==> config.mk <==
export PLATFORM = sky130hd
export DESIGN_NAME = learned_route_cache
export DESIGN_NICKNAME = d
export VERILOG_FILES = /design/src/sv/lrc_pkg.sv /design/src/sv/lrc_table.sv /design/src/sv/lrc_scan.sv /design/src/sv/learned_route_cache.sv
export SDC_FILE = /design/constraint.sdc
export NUM_CORES = 1
export LEC_CHECK = 0
export BUFFER_PORTS_ARGS = -buffer_cell sky130_fd_sc_hd__buf_2
export CORE_ASPECT_RATIO = 0.8
export CORE_UTILIZATION = 45
export CTS_CLUSTER_DIAMETER = 80
export DETAILED_ROUTE_END_ITERATION = 16
export SYNTH_ARGS = -nofsm -noshare
export SYNTH_HDL_FRONTEND = slang
export SYNTH_SLANG_ARGS = --single-unit
==> constraint.sdc <==
create_clock -name clk -period 33.7 [get_ports clk]
set_clock_uncertainty 0.2 [all_clocks]
set_input_delay 5.055 -clock clk [delete_from_list [all_inputs] [get_ports clk]]
set_output_delay 5.055 -clock clk [all_outputs]
set_load 0.03 [all_outputs]
==> src/sv/lrc_pkg.sv <==
// ----------------------------------------------------------------------------
// lrc_pkg: shared types and constants for the learned route cache
// Entry layout, scan result, result codes and register indexes.
// ----------------------------------------------------------------------------
package lrc_pkg;

    localparam int ROUTE_ENTRIES_DEF = 8;
    localparam int SLOT_W            = 6;

    localparam logic [15:0] NET_RSVD_LO = 16'h0000;
    localparam logic [15:0] NET_RSVD_HI = 16'hffff;

    // result codes
    localparam logic [2:0] STAT_IGNORED  = 3'd0;
    localparam logic [2:0] STAT_HIT      = 3'd1;
    localparam logic [2:0] STAT_MISS     = 3'd2;
    localparam logic [2:0] STAT_SAME     = 3'd3;
    localparam logic [2:0] STAT_CHANGED  = 3'd4;
    localparam logic [2:0] STAT_NEW      = 3'd5;
    localparam logic [2:0] STAT_REPLACED = 3'd6;

    // register indexes
    localparam logic CFG_DEFAULT_IP   = 1'b0;
    localparam logic CFG_DEFAULT_PORT = 1'b1;

    localparam logic MODE_LEARN  = 1'b0;
    localparam logic MODE_LOOKUP = 1'b1;

    typedef struct packed {
        logic        valid;
        logic [15:0] net;
        logic [31:0] ip;
        logic [15:0] port;
        logic [31:0] seen;
    } entry_t;

    typedef struct packed {
        logic              en;
        logic [SLOT_W-1:0] slot;
        logic [15:0]       net;
        logic [31:0]       ip;
        logic [15:0]       port;
        logic [31:0]       seen;
    } tbl_wr_t;

    typedef struct packed {
        logic              found;
        logic [SLOT_W-1:0] hit_slot;
        logic [31:0]       hit_ip;
        logic [15:0]       hit_port;
        logic              empty_found;
        logic [SLOT_W-1:0] empty_slot;
        logic [SLOT_W-1:0] old_slot;
    } scan_res_t;

endpackage

==> src/sv/lrc_table.sv <==
// ----------------------------------------------------------------------------
// lrc_table: route entry storage
// Valid marks in flops cleared by reset; entry fields in a memory with one
// write port and one registered read port.
// ----------------------------------------------------------------------------
module lrc_table #(
    parameter int ROUTE_ENTRIES = lrc_pkg::ROUTE_ENTRIES_DEF,
    parameter int IDX_W         = (ROUTE_ENTRIES > 1) ? $clog2(ROUTE_ENTRIES) : 1
) (
    input  logic               clk,
    input  logic               rst_n,
    input  logic               rd_en,
    input  logic [IDX_W-1:0]   rd_addr,
    output lrc_pkg::entry_t    rd_entry,
    input  lrc_pkg::tbl_wr_t   wr
);

    logic               valid_reg [ROUTE_ENTRIES];
    logic [15:0]        net_mem   [ROUTE_ENTRIES];
    logic [31:0]        ip_mem    [ROUTE_ENTRIES];
    logic [15:0]        port_mem  [ROUTE_ENTRIES];
    logic [31:0]        seen_mem  [ROUTE_ENTRIES];
    lrc_pkg::entry_t    rd_entry_reg;
    logic [IDX_W-1:0]   wr_addr;

    assign wr_addr  = wr.slot[IDX_W-1:0];
    assign rd_entry = rd_entry_reg;

    always_ff @(posedge clk or negedge rst_n)
    begin
        if (!rst_n)
        begin
            for (int i = 0; i < ROUTE_ENTRIES; i++)
            begin
                valid_reg[i] <= 1'b0;
            end
        end
        else if (wr.en)
        begin
            valid_reg[wr_addr] <= 1'b1;
        end
    end

    always_ff @(posedge clk)
    begin
        if (wr.en)
        begin
            net_mem[wr_addr]  <= wr.net;
            ip_mem[wr_addr]   <= wr.ip;
            port_mem[wr_addr] <= wr.port;
            seen_mem[wr_addr] <= wr.seen;
        end
        if (rd_en)
        begin
            rd_entry_reg.valid <= valid_reg[rd_addr];
            rd_entry_reg.net   <= net_mem[rd_addr];
            rd_entry_reg.ip    <= ip_mem[rd_addr];
            rd_entry_reg.port  <= port_mem[rd_addr];
            rd_entry_reg.seen  <= seen_mem[rd_addr];
        end
    end

endmodule

==> src/sv/lrc_scan.sv <==
// ----------------------------------------------------------------------------
// lrc_scan: per-entry compare unit
// Takes one entry per cycle; tracks first match, first empty slot and the
// entry with the smallest timestamp.
// ----------------------------------------------------------------------------
module lrc_scan (
    input  logic                         clk,
    input  logic                         rst_n,
    input  logic                         clear,
    input  logic                         eval,
    input  logic [lrc_pkg::SLOT_W-1:0]   slot,
    input  lrc_pkg::entry_t              entry,
    input  logic [15:0]                  key_net,
    output lrc_pkg::scan_res_t           res
);

    lrc_pkg::scan_res_t res_reg, res_next;
    logic [31:0]        old_seen_reg, old_seen_next;
    logic               match;

    assign match = entry.valid && (entry.net == key_net);
    assign res   = res_reg;

    always_comb
    begin
        res_next      = res_reg;
        old_seen_next = old_seen_reg;
        if (clear)
        begin
            res_next.found       = 1'b0;
            res_next.empty_found = 1'b0;
        end
        else if (eval)
        begin
            if (match && !res_reg.found)
            begin
                res_next.found    = 1'b1;
                res_next.hit_slot = slot;
                res_next.hit_ip   = entry.ip;
                res_next.hit_port = entry.port;
            end
            if (!entry.valid && !res_reg.empty_found)
            begin
                res_next.empty_found = 1'b1;
                res_next.empty_slot  = slot;
            end
            // strict less-than keeps the first of equal timestamps
            if ((slot == '0) || (entry.seen < old_seen_reg))
            begin
                res_next.old_slot = slot;
                old_seen_next     = entry.seen;
            end
        end
    end

    always_ff @(posedge clk or negedge rst_n)
    begin
        if (!rst_n)
        begin
            res_reg      <= '0;
            old_seen_reg <= '0;
        end
        else
        begin
            res_reg      <= res_next;
            old_seen_reg <= old_seen_next;
        end
    end

endmodule

==> src/sv/learned_route_cache.sv <==
// ----------------------------------------------------------------------------
// learned_route_cache: network number to peer address cache
// From request accept to result valid the sequencer scans every entry
// (one entry compared per cycle through the registered table read port);
// reserved networks skip the scan and go straight to the finish state.
// A new request is not taken until the current one finishes (req_stall is
// high outside idle); a result held by rsp_stall holds the finish.
// Reset: async active low; valid marks, counters and config clear at once.
// ----------------------------------------------------------------------------
module learned_route_cache #(
    parameter int ROUTE_ENTRIES = lrc_pkg::ROUTE_ENTRIES_DEF
) (
    input  logic        clk,
    input  logic        rst_n,
    // configuration
    input  logic        cfg_we,
    input  logic        cfg_index,
    input  logic [31:0] cfg_data,
    // request channel
    input  logic        req_valid,
    output logic        req_stall,
    input  logic        mode,
    input  logic [15:0] net_number,
    input  logic [31:0] peer_ip,
    input  logic [15:0] peer_udp_port,
    input  logic [31:0] now_ms,
    // result channel
    output logic        rsp_valid,
    input  logic        rsp_stall,
    output logic [2:0]  status,
    output logic [31:0] target_ip,
    output logic [15:0] target_port,
    output logic [5:0]  slot_index,
    output logic [31:0] learned_total,
    output logic [31:0] hit_total,
    output logic [31:0] miss_total
);

    localparam int IDX_W = (ROUTE_ENTRIES > 1) ? $clog2(ROUTE_ENTRIES) : 1;
    localparam logic [IDX_W-1:0] LAST_IDX = IDX_W'(ROUTE_ENTRIES - 1);

    // sequencer states
    localparam logic [1:0] ST_IDLE   = 2'd0;
    localparam logic [1:0] ST_SCAN   = 2'd1;
    localparam logic [1:0] ST_FINISH = 2'd2;

    logic [1:0]  state_reg, state_next;

    // latched request
    logic        mode_reg;
    logic [15:0] net_reg;
    logic [31:0] ip_reg;
    logic [15:0] port_reg;
    logic [31:0] now_reg;
    logic        rsvd_reg;

    // scan pointers: issue side feeds the table, check side the compare unit
    logic [IDX_W-1:0] scan_reg, scan_next;
    logic             issue_reg, issue_next;
    logic [IDX_W-1:0] chk_reg, chk_next;
    logic             pend_reg, pend_next;

    logic [31:0] dflt_ip_reg;
    logic [15:0] dflt_port_reg;
    logic [31:0] learn_cnt_reg, learn_cnt_next;
    logic [31:0] hit_cnt_reg, hit_cnt_next;
    logic [31:0] miss_cnt_reg, miss_cnt_next;

    // result register
    logic        rsp_valid_reg, rsp_valid_next;
    logic [2:0]  status_reg, status_next;
    logic [31:0] tip_reg, tip_next;
    logic [15:0] tport_reg, tport_next;
    logic [5:0]  slot_reg, slot_next;

    logic               req_fire;
    logic               out_load;
    logic               scan_clear;
    logic               scan_eval;
    lrc_pkg::entry_t    rd_entry;
    lrc_pkg::tbl_wr_t   tbl_wr;
    lrc_pkg::scan_res_t scan_res;
    logic               net_rsvd;

    assign req_stall = (state_reg != ST_IDLE);
    assign req_fire  = req_valid && !req_stall;
    assign net_rsvd  = (net_number == lrc_pkg::NET_RSVD_LO)
                    || (net_number == lrc_pkg::NET_RSVD_HI);

    // result register can take a new value once the old one is gone
    assign out_load   = (state_reg == ST_FINISH) && (!rsp_valid_reg || !rsp_stall);
    assign scan_clear = req_fire;
    assign scan_eval  = (state_reg == ST_SCAN) && pend_reg;

    lrc_table #(
        .ROUTE_ENTRIES (ROUTE_ENTRIES),
        .IDX_W         (IDX_W)
    ) u_table (
        .clk      (clk),
        .rst_n    (rst_n),
        .rd_en    ((state_reg == ST_SCAN) && issue_reg),
        .rd_addr  (scan_reg),
        .rd_entry (rd_entry),
        .wr       (tbl_wr)
    );

    lrc_scan u_scan (
        .clk     (clk),
        .rst_n   (rst_n),
        .clear   (scan_clear),
        .eval    (scan_eval),
        .slot    (lrc_pkg::SLOT_W'(chk_reg)),
        .entry   (rd_entry),
        .key_net (net_reg),
        .res     (scan_res)
    );

    // sequencer
    always_comb
    begin
        state_next = state_reg;
        scan_next  = scan_reg;
        issue_next = issue_reg;
        chk_next   = chk_reg;
        pend_next  = 1'b0;
        case (state_reg)
            ST_IDLE:
            begin
                if (req_fire)
                begin
                    scan_next  = '0;
                    issue_next = 1'b1;
                    state_next = net_rsvd ? ST_FINISH : ST_SCAN;
                end
            end
            ST_SCAN:
            begin
                pend_next = issue_reg;
                chk_next  = scan_reg;
                if (issue_reg)
                begin
                    if (scan_reg == LAST_IDX)
                    begin
                        issue_next = 1'b0;
                    end
                    else
                    begin
                        scan_next = scan_reg + 1'b1;
                    end
                end
                if (pend_reg && (chk_reg == LAST_IDX))
                begin
                    state_next = ST_FINISH;
                end
            end
            ST_FINISH:
            begin
                if (out_load)
                begin
                    state_next = ST_IDLE;
                end
            end
            default:
            begin
                state_next = ST_IDLE;
            end
        endcase
    end

    // decision, table write and counters, all on the finishing cycle
    always_comb
    begin
        status_next    = status_reg;
        tip_next       = tip_reg;
        tport_next     = tport_reg;
        slot_next      = slot_reg;
        learn_cnt_next = learn_cnt_reg;
        hit_cnt_next   = hit_cnt_reg;
        miss_cnt_next  = miss_cnt_reg;
        rsp_valid_next = rsp_valid_reg && rsp_stall;
        tbl_wr.en      = 1'b0;
        tbl_wr.slot    = scan_res.hit_slot;
        tbl_wr.net     = net_reg;
        tbl_wr.ip      = ip_reg;
        tbl_wr.port    = port_reg;
        tbl_wr.seen    = now_reg;
        if (out_load)
        begin
            rsp_valid_next = 1'b1;
            status_next    = lrc_pkg::STAT_IGNORED;
            tip_next       = dflt_ip_reg;
            tport_next     = dflt_port_reg;
            slot_next      = '0;
            if (rsvd_reg)
            begin
                // reserved network: nothing changes
            end
            else if (mode_reg == lrc_pkg::MODE_LOOKUP)
            begin
                if (scan_res.found)
                begin
                    status_next  = lrc_pkg::STAT_HIT;
                    tip_next     = scan_res.hit_ip;
                    tport_next   = scan_res.hit_port;
                    slot_next    = scan_res.hit_slot;
                    hit_cnt_next = hit_cnt_reg + 32'd1;
                end
                else
                begin
                    status_next   = lrc_pkg::STAT_MISS;
                    miss_cnt_next = miss_cnt_reg + 32'd1;
                end
            end
            else
            begin
                tbl_wr.en  = 1'b1;
                tip_next   = ip_reg;
                tport_next = port_reg;
                if (scan_res.found)
                begin
                    status_next = ((scan_res.hit_ip != ip_reg)
                                || (scan_res.hit_port != port_reg))
                                ? lrc_pkg::STAT_CHANGED : lrc_pkg::STAT_SAME;
                end
                else
                begin
                    learn_cnt_next = learn_cnt_reg + 32'd1;
                    if (scan_res.empty_found)
                    begin
                        status_next = lrc_pkg::STAT_NEW;
                        tbl_wr.slot = scan_res.empty_slot;
                    end
                    else
                    begin
                        status_next = lrc_pkg::STAT_REPLACED;
                        tbl_wr.slot = scan_res.old_slot;
                    end
                end
                slot_next = tbl_wr.slot;
            end
        end
    end

    always_ff @(posedge clk or negedge rst_n)
    begin
        if (!rst_n)
        begin
            state_reg     <= ST_IDLE;
            issue_reg     <= 1'b0;
            pend_reg      <= 1'b0;
            rsp_valid_reg <= 1'b0;
            learn_cnt_reg <= '0;
            hit_cnt_reg   <= '0;
            miss_cnt_reg  <= '0;
            dflt_ip_reg   <= '0;
            dflt_port_reg <= '0;
        end
        else
        begin
            state_reg     <= state_next;
            issue_reg     <= issue_next;
            pend_reg      <= pend_next;
            rsp_valid_reg <= rsp_valid_next;
            learn_cnt_reg <= learn_cnt_next;
            hit_cnt_reg   <= hit_cnt_next;
            miss_cnt_reg  <= miss_cnt_next;
            if (cfg_we)
            begin
                case (cfg_index)
                    lrc_pkg::CFG_DEFAULT_IP:   dflt_ip_reg   <= cfg_data;
                    lrc_pkg::CFG_DEFAULT_PORT: dflt_port_reg <= cfg_data[15:0];
                    default:                   dflt_ip_reg   <= dflt_ip_reg;
                endcase
            end
        end
    end

    // payload registers
    always_ff @(posedge clk)
    begin
        scan_reg   <= scan_next;
        chk_reg    <= chk_next;
        status_reg <= status_next;
        tip_reg    <= tip_next;
        tport_reg  <= tport_next;
        slot_reg   <= slot_next;
        if (req_fire)
        begin
            mode_reg <= mode;
            net_reg  <= net_number;
            ip_reg   <= peer_ip;
            port_reg <= peer_udp_port;
            now_reg  <= now_ms;
            rsvd_reg <= net_rsvd;
        end
    end

    assign rsp_valid     = rsp_valid_reg;
    assign status        = status_reg;
    assign target_ip     = tip_reg;
    assign target_port   = tport_reg;
    assign slot_index    = slot_reg;
    assign learned_total = learn_cnt_reg;
    assign hit_total     = hit_cnt_reg;
    assign miss_total    = miss_cnt_reg;

    // an accepted request always starts work
    a_fire_leaves_idle: assert property (@(posedge clk) disable iff (!rst_n)
        req_fire |=> (state_reg != ST_IDLE))
        else $error("request accepted but sequencer stayed idle");

    // the table is only written when a learn request finishes
    a_wr_only_learn: assert property (@(posedge clk) disable iff (!rst_n)
        tbl_wr.en |-> (out_load && !rsvd_reg && (mode_reg == lrc_pkg::MODE_LEARN)))
        else $error("table write outside a learn finish");

    // finishing a request always presents a result
    a_finish_loads: assert property (@(posedge clk) disable iff (!rst_n)
        out_load |=> rsp_valid_reg)
        else $error("finished request produced no result");

    // the compare unit only sees entries during a scan
    a_eval_in_scan: assert property (@(posedge clk) disable iff (!rst_n)
        scan_eval |-> (state_reg == ST_SCAN) && !req_fire)
        else $error("compare unit active outside scan");

endmodule
Yosys cells after proc, flatten, opt, wreduce, memory -nomap -nowiden
Memory sizes are Yosys's and may differ from the RTL's. A register that Yosys moved wholly into a read port is not among the register bits.
Cells that the tools add are included.
{"block": "word_totals", "register_bits": 410, "word_cells": 158, "ram_bits": 768, "memories": 4, "input_bits": 135, "output_inout_bits": 155}
{"block": "classes", "n_reduce_logical": 41, "n_eq_ne": 13, "order_cmp": 4, "n_mux": 46, "n_addsub": 4, "n_bitwise": 8}
{"memory": "u_table.ip_mem", "words": 8, "word_bits": 32, "read_ports": 1, "rd_clocked_by_memory_dff": 1, "write_ports": 1, "line": "lrc_table.sv:20", "rtl": "logic [31:0] ip_mem [ROUTE_ENTRIES];"}
{"memory": "u_table.seen_mem", "words": 8, "word_bits": 32, "read_ports": 1, "rd_clocked_by_memory_dff": 1, "write_ports": 1, "line": "lrc_table.sv:22", "rtl": "logic [31:0] seen_mem [ROUTE_ENTRIES];"}
{"memory": "u_table.net_mem", "words": 8, "word_bits": 16, "read_ports": 1, "rd_clocked_by_memory_dff": 1, "write_ports": 1, "line": "lrc_table.sv:19", "rtl": "logic [15:0] net_mem [ROUTE_ENTRIES];"}
{"memory": "u_table.port_mem", "words": 8, "word_bits": 16, "read_ports": 1, "rd_clocked_by_memory_dff": 1, "write_ports": 1, "line": "lrc_table.sv:21", "rtl": "logic [15:0] port_mem [ROUTE_ENTRIES];"}
{"cell": "32-bit by 1-bit adder with 32-bit output (second input constant)", "count": 3}
{"cell": "32-bit 2-to-1 mux", "count": 3}
{"cell": "68-bit 2-to-1 mux", "count": 1}
{"cell": "55-bit 2-to-1 mux", "count": 1}
{"cell": "16-bit 2-to-1 mux", "count": 3}
{"cell": "32-bit < comparator", "count": 1}
{"cell": "32-bit inequality test", "count": 1}
{"cell": "3-bit 2-to-1 mux", "count": 10}
{"cell": "7-bit 2-to-1 mux", "count": 4}
{"cell": "16-bit equality test", "count": 1}
{"cell": "16-bit equality test (second input constant)", "count": 1}
{"cell": "16-bit zero test", "count": 1}
{"cell": "16-bit inequality test", "count": 1}
{"cell": "4-bit AND reduction", "count": 4}
{"cell": "1-bit 2-to-1 mux", "count": 12}
{"cell": "2-bit 2-to-1 mux", "count": 6}
{"cell": "3-bit AND reduction", "count": 4}
{"cell": "1-bit logical AND", "count": 10}
{"cell": "2-bit AND reduction", "count": 5}
{"cell": "2-bit nonzero test", "count": 5}
{"cell": "4-bit greater-or-equal comparator (second input constant)", "count": 2}
{"cell": "2-bit inequality test (second input constant)", "count": 4}
{"cell": "3-bit NOT with 4-bit output", "count": 2}
{"cell": "8-bit OR", "count": 1}
{"cell": "17 further kinds", "count": 30}

Logic depth before layout (Yosys ltp)
{"block": "logic_depth", "word_depth": 11, "mapped_depth": 9, "ltp_nobuf": 8}

Hierarchy
A second synthesis with hierarchy kept.
{"block": "hier_totals", "hier_cells": 2513, "area_unflattened_um2": 49909.1}
{"module": "lrc_table", "instances": 1, "area_each_um2": 32135.8, "seq_area_each_um2": 26175.1, "cells_per_inst": 1243}
{"module": "learned_route_cache", "instances": 1, "area_each_um2": 12979.9, "seq_area_each_um2": 8563.2, "cells_per_inst": 919}
{"module": "lrc_scan", "instances": 1, "area_each_um2": 4793.3, "seq_area_each_um2": 2502.4, "cells_per_inst": 351}

Worst setup path after synthesis
No wires, ideal clock.
{"block": "synth_timing", "path_kind": "input to register", "startpoint": "input rsp_stall", "endpoint": "register u_table.valid_reg[0] (netlist name)", "arrival_ps": 16197, "path_buffers": 1, "setup_ps": 122, "path_slack_ps": 17181, "stages": 6, "required_ps": 33378, "path_cell_list": "and2_1 clkbuf_1 nor4_4 mux2i_1 nor4_1 or2_2"}
{"block": "synth_between", "elab_chain_len": 10, "elab_cells_between_ends": 11, "cone_classes": "order compare (2); mux (3); bitwise (2); reduce/logical (4)"}
{"element": "start: declaration", "line": "learned_route_cache.sv:29", "rtl": "input logic rsp_stall,"}
{"element": "1-bit zero test *", "line": "learned_route_cache.sv:91", "rtl": "assign out_load = (state_reg == ST_FINISH) && (!rsp_valid_reg || !rsp_stall);"}
{"element": "1-bit logical OR *", "line": "learned_route_cache.sv:91"}
{"element": "1-bit logical AND *", "line": "learned_route_cache.sv:91"}
{"element": "7-bit 2-to-1 mux *", "line": "learned_route_cache.sv:187", "rtl": "if (out_load)"}
{"element": "3-bit NOT with 4-bit output (implied by the code)", "line": "lrc_table.sv:40", "rtl": "valid_reg[wr_addr] <= 1'b1;"}
{"element": "4-bit greater-or-equal comparator (implied by the code) / 4-bit by 1-bit < comparator with 1-bit output (equally long branches)", "line": "lrc_table.sv:40"}
{"element": "1-bit logical AND (implied by the code)", "line": "lrc_table.sv:40"}
{"element": "1-bit 2-to-1 mux (implied by the code)", "line": "lrc_table.sv:40"}
{"element": "1-bit demux with 3-bit select", "line": "lrc_table.sv:40"}
{"element": "8-bit OR (no source line)"}
{"element": "end signal: indexed assignment", "line": "lrc_table.sv:35", "rtl": "valid_reg[i] <= 1'b0;"}
{"element": "end signal: indexed assignment", "line": "lrc_table.sv:40"}
{"element": "end: declaration", "line": "lrc_table.sv:18", "rtl": "logic valid_reg [ROUTE_ENTRIES];"}
Every way passes the cells marked *; elsewhere a longest branch is shown, timed or not.
A chain may end at the register's enable or synchronous reset.

Final worst setup path
{"block": "layout_timing", "startpoint": "input rsp_stall", "endpoint": "memory u_table.ip_mem[1][21], enable pin"}
{"block": "layout_between", "elab_chain_len": 6}
{"element": "1-bit zero test *", "line": "learned_route_cache.sv:91"}
{"element": "1-bit logical OR *", "line": "learned_route_cache.sv:91"}
{"element": "1-bit logical AND *", "line": "learned_route_cache.sv:91"}
{"element": "7-bit 2-to-1 mux *", "line": "learned_route_cache.sv:187"}
{"element": "1-bit 2-to-1 mux", "line": "lrc_table.sv:46", "rtl": "if (wr.en)"}
{"element": "1-bit 2-to-1 mux (implied by the code)", "line": "lrc_table.sv:49", "rtl": "ip_mem[wr_addr] <= wr.ip;"}
{"element": "end: declaration", "line": "lrc_table.sv:20"}
Marked as above.

==> metrics.csv <==
metric;value;unit
status;completed;
met2_usage;0.320;
fp-row-count;108;
maxCapViolCount;0;
cts_tree;done;
post_route_cells_drive_above_1_share;0.322;
r2r_start;rsvd_reg$_DFFE_PP_;
h-tree-depth;3;
clk_pin_slew;0.06;ns
relSlewSlack;0.227;
min_period;8.43;ns
clkLatencyLatePin;0.73;ns
die_w;373;um
place_congestion;0.778;
r2r_end;u_table.ip_mem[1][21]$_DFFE_PP_;
setup_slack;25.27;ns
grt_setup_unrepaired;no;
vias;25376;
synth_ff_type;edfxtp_1;
yosys_warnings;0;
first_pass_iters;5;
grt_overflow;0;
ctsResizeCount;0;
fin_crit_sh;0.250;
layout.cells.non_filler;4467;
pre_cts_ws;24.52;ns
synth-edff-count;1023;
clock_sinks;1271;
cts_max_path_buffers;3;
r2r_slack;28.69;ns
grt_max_degree;150;
worstMarginPinSlew;1.16;ns
die_y;299;um
dpl_cell_area;52800;um2
syn2layout_area_growth;14.3;%
finalWirelength;116000;um
ios;290;
seq_area_frac_synth;0.744;
finalMaxSlewViolations;0;
wire_per_inst;26.1;um
crit_path_start;rsp_stall;
reg2reg_depth;6;
met3_usage;0.0434;
power;4.26;mW
antenna_found_initial;4;
worstPathRequired;33.83;ns
fin_nets;3100;
fmax;119;MHz
cp_max_fo;57;
synth.distinct_cells;61;
synthTopCellsByArea;edfxtp_1 62%, dfrtp_1 12%, mux4_2 8.8%, mux2_2 4.2%, xnor2_1 1.9%;
port_buffers;286;
syn_inst;2589;
viasPerCell;5.68;
crit_path_start_kind;input pin;
cellPowerDensity;75.1;nW/um2
synth_async_sr_flop_share;0.195;
placed_cells;4237;
leakage;20.3;nW
whs;0.264;ns
synth.avg_cell_area;19.2;um2
yosys.area.top_type;edfxtp_1;
reg_top3;u_table.ip_mem (256), u_table.seen_mem (256);
synth_seq_cells;1271;
grt_pass1_vias;26347;
utilization;0.521;
cts-buffers-inserted;120;
setup_tns;0;ns
grt_usage;0.210;
dieArea;112000;um2
peakVddDrop;0.0846;mV
core;109000;um2
synth_area;49600;um2
met1_usage;0.307;
hold_path.class;reg2reg;
cp.arrival;8.55;ns
dpl.hpwl;67800;um
post_cts_buffers;0;
initial_core_util;0.456;
endpoint_kind;flop;
grt_pass1_wl;173000;um
hold_violations;0;
antenna_left;0;
setup_violations;0;
cts_hold_buf;0;
initialDrtViolationCount;2225;
critPathCapture;u_table.ip_mem[1][21]$_DFFE_PP_;
min_path_cells;1;
cts-root-buf;clkbuf_16;
drc;0;
gr-max-usage-layer;met2;
yosys.area.top_type_share;0.619;
final_cell_area;56700;um2
critPathKind;in2reg;
==> how the worst min path moves through the flow <==
stage / endpoint / slack [ns] / start
2_1_floorplan: u_table.valid_reg[1]$_DFFE_PN0P_ / 0.23 / u_table.valid_reg[1]$_DFFE_PN0P_
3_3_place_gp: u_table.valid_reg[4]$_DFFE_PN0P_ / 0.25 / u_table.valid_reg[4]$_DFFE_PN0P_
3_5_place_dp: u_table.valid_reg[4]$_DFFE_PN0P_ / 0.25 / u_table.valid_reg[4]$_DFFE_PN0P_
4_1_cts: u_table.valid_reg[4]$_DFFE_PN0P_ / 0.27 / u_table.valid_reg[4]$_DFFE_PN0P_
5_1_grt: u_table.valid_reg[0]$_DFFE_PN0P_ / 0.27 / u_table.valid_reg[0]$_DFFE_PN0P_
6_report: learned_total[31]$_DFFE_PN0P_ / 0.26 / learned_total[31]$_DFFE_PN0P_
==> placed cells by master, fill, tap and decap left out, types with 11 or more instances in the layout <==
master,n
o22ai_1,31
nor4_1,14
clkinv_1,19
nor2_1,44
mux2_4,49
mux2_2,185
xor2_1,47
nor3_1,13
nand4_1,44
edfxtp_1,1023
or2_2,11
a22oi_1,23
o21ai_0,39
a21oi_1,43
buf_2,285
dfrtp_1,247
clkinv_2,28
nand3_1,35
a22o_1,19
clkbuf_1,27
xnor2_1,105
clkbuf_16,120
buf_4,37
and3_1,24
mux4_2,194
nand2_1,99
bufinv_16,13
inv_1,52
ha_1,36
or3_1,30
==> report_power, final <==
group	internal, mW	switching, mW
logic	0.417	0.463
clock network	0.764	0.583
registers	1.92	0.111
==> per-layer routing <==
metal  up-vias  part of all wire
li1      10907                 -
met1     13410              0.45
met3       195             0.069
met4         2             0.024
met5         -          0.000069
met2       862              0.46
==> critical path, stage by stage <==
cell     delay, ns
buf_2         0.11
and2_1        0.31
nor4_4        0.66
mux2i_1       0.56
and3_4        0.83
buf_4         0.95
==> synth_stat cells (36+ instances only) <==
cell / instances
dfrtp_1: 248
inv_1: 54
o21ai_0: 39
nand2_1: 99
edfxtp_1: 1023
mux2_4: 49
xor2_1: 47
clkbuf_1: 71
mux4_2: 194
a21oi_1: 43
nor2_1: 52
nand4_1: 44
ha_1: 36
mux2_2: 185
xnor2_1: 105
==> final cells by class <==
class	instances	area, um2
antenna	2	5.00
tap	1430	1790
multi-input combinational	1155	12100
fill	8670	52200
timing repair buffer	326	1780
sequential	1271	36900
clock inverter	77	756
inverter	55	211
clock buffer	151	3160
==> kinds of logic (layout without fill, tap and decap cells) <==
| family | after synthesis | count (layout) | share of synthesized area |
|---|---|---|---|
| other | 1 | 5 | 0.0000755 |
| AOI/OAI and AO/OA | 173 | 173 | 0.0219 |
| and+or+nand+nor | 358 | 358 | 0.0388 |
| buffers and inverters | 165 | 609 | 0.0138 |
| DFF | 1271 | 1271 | 0.744 |
| adders and majority gates | 36 | 36 | 0.00907 |
| muxes | 433 | 433 | 0.146 |
| xor gates and xnor gates | 152 | 152 | 0.0268 |
No activity file was read; power rests on OpenSTA's default activity.
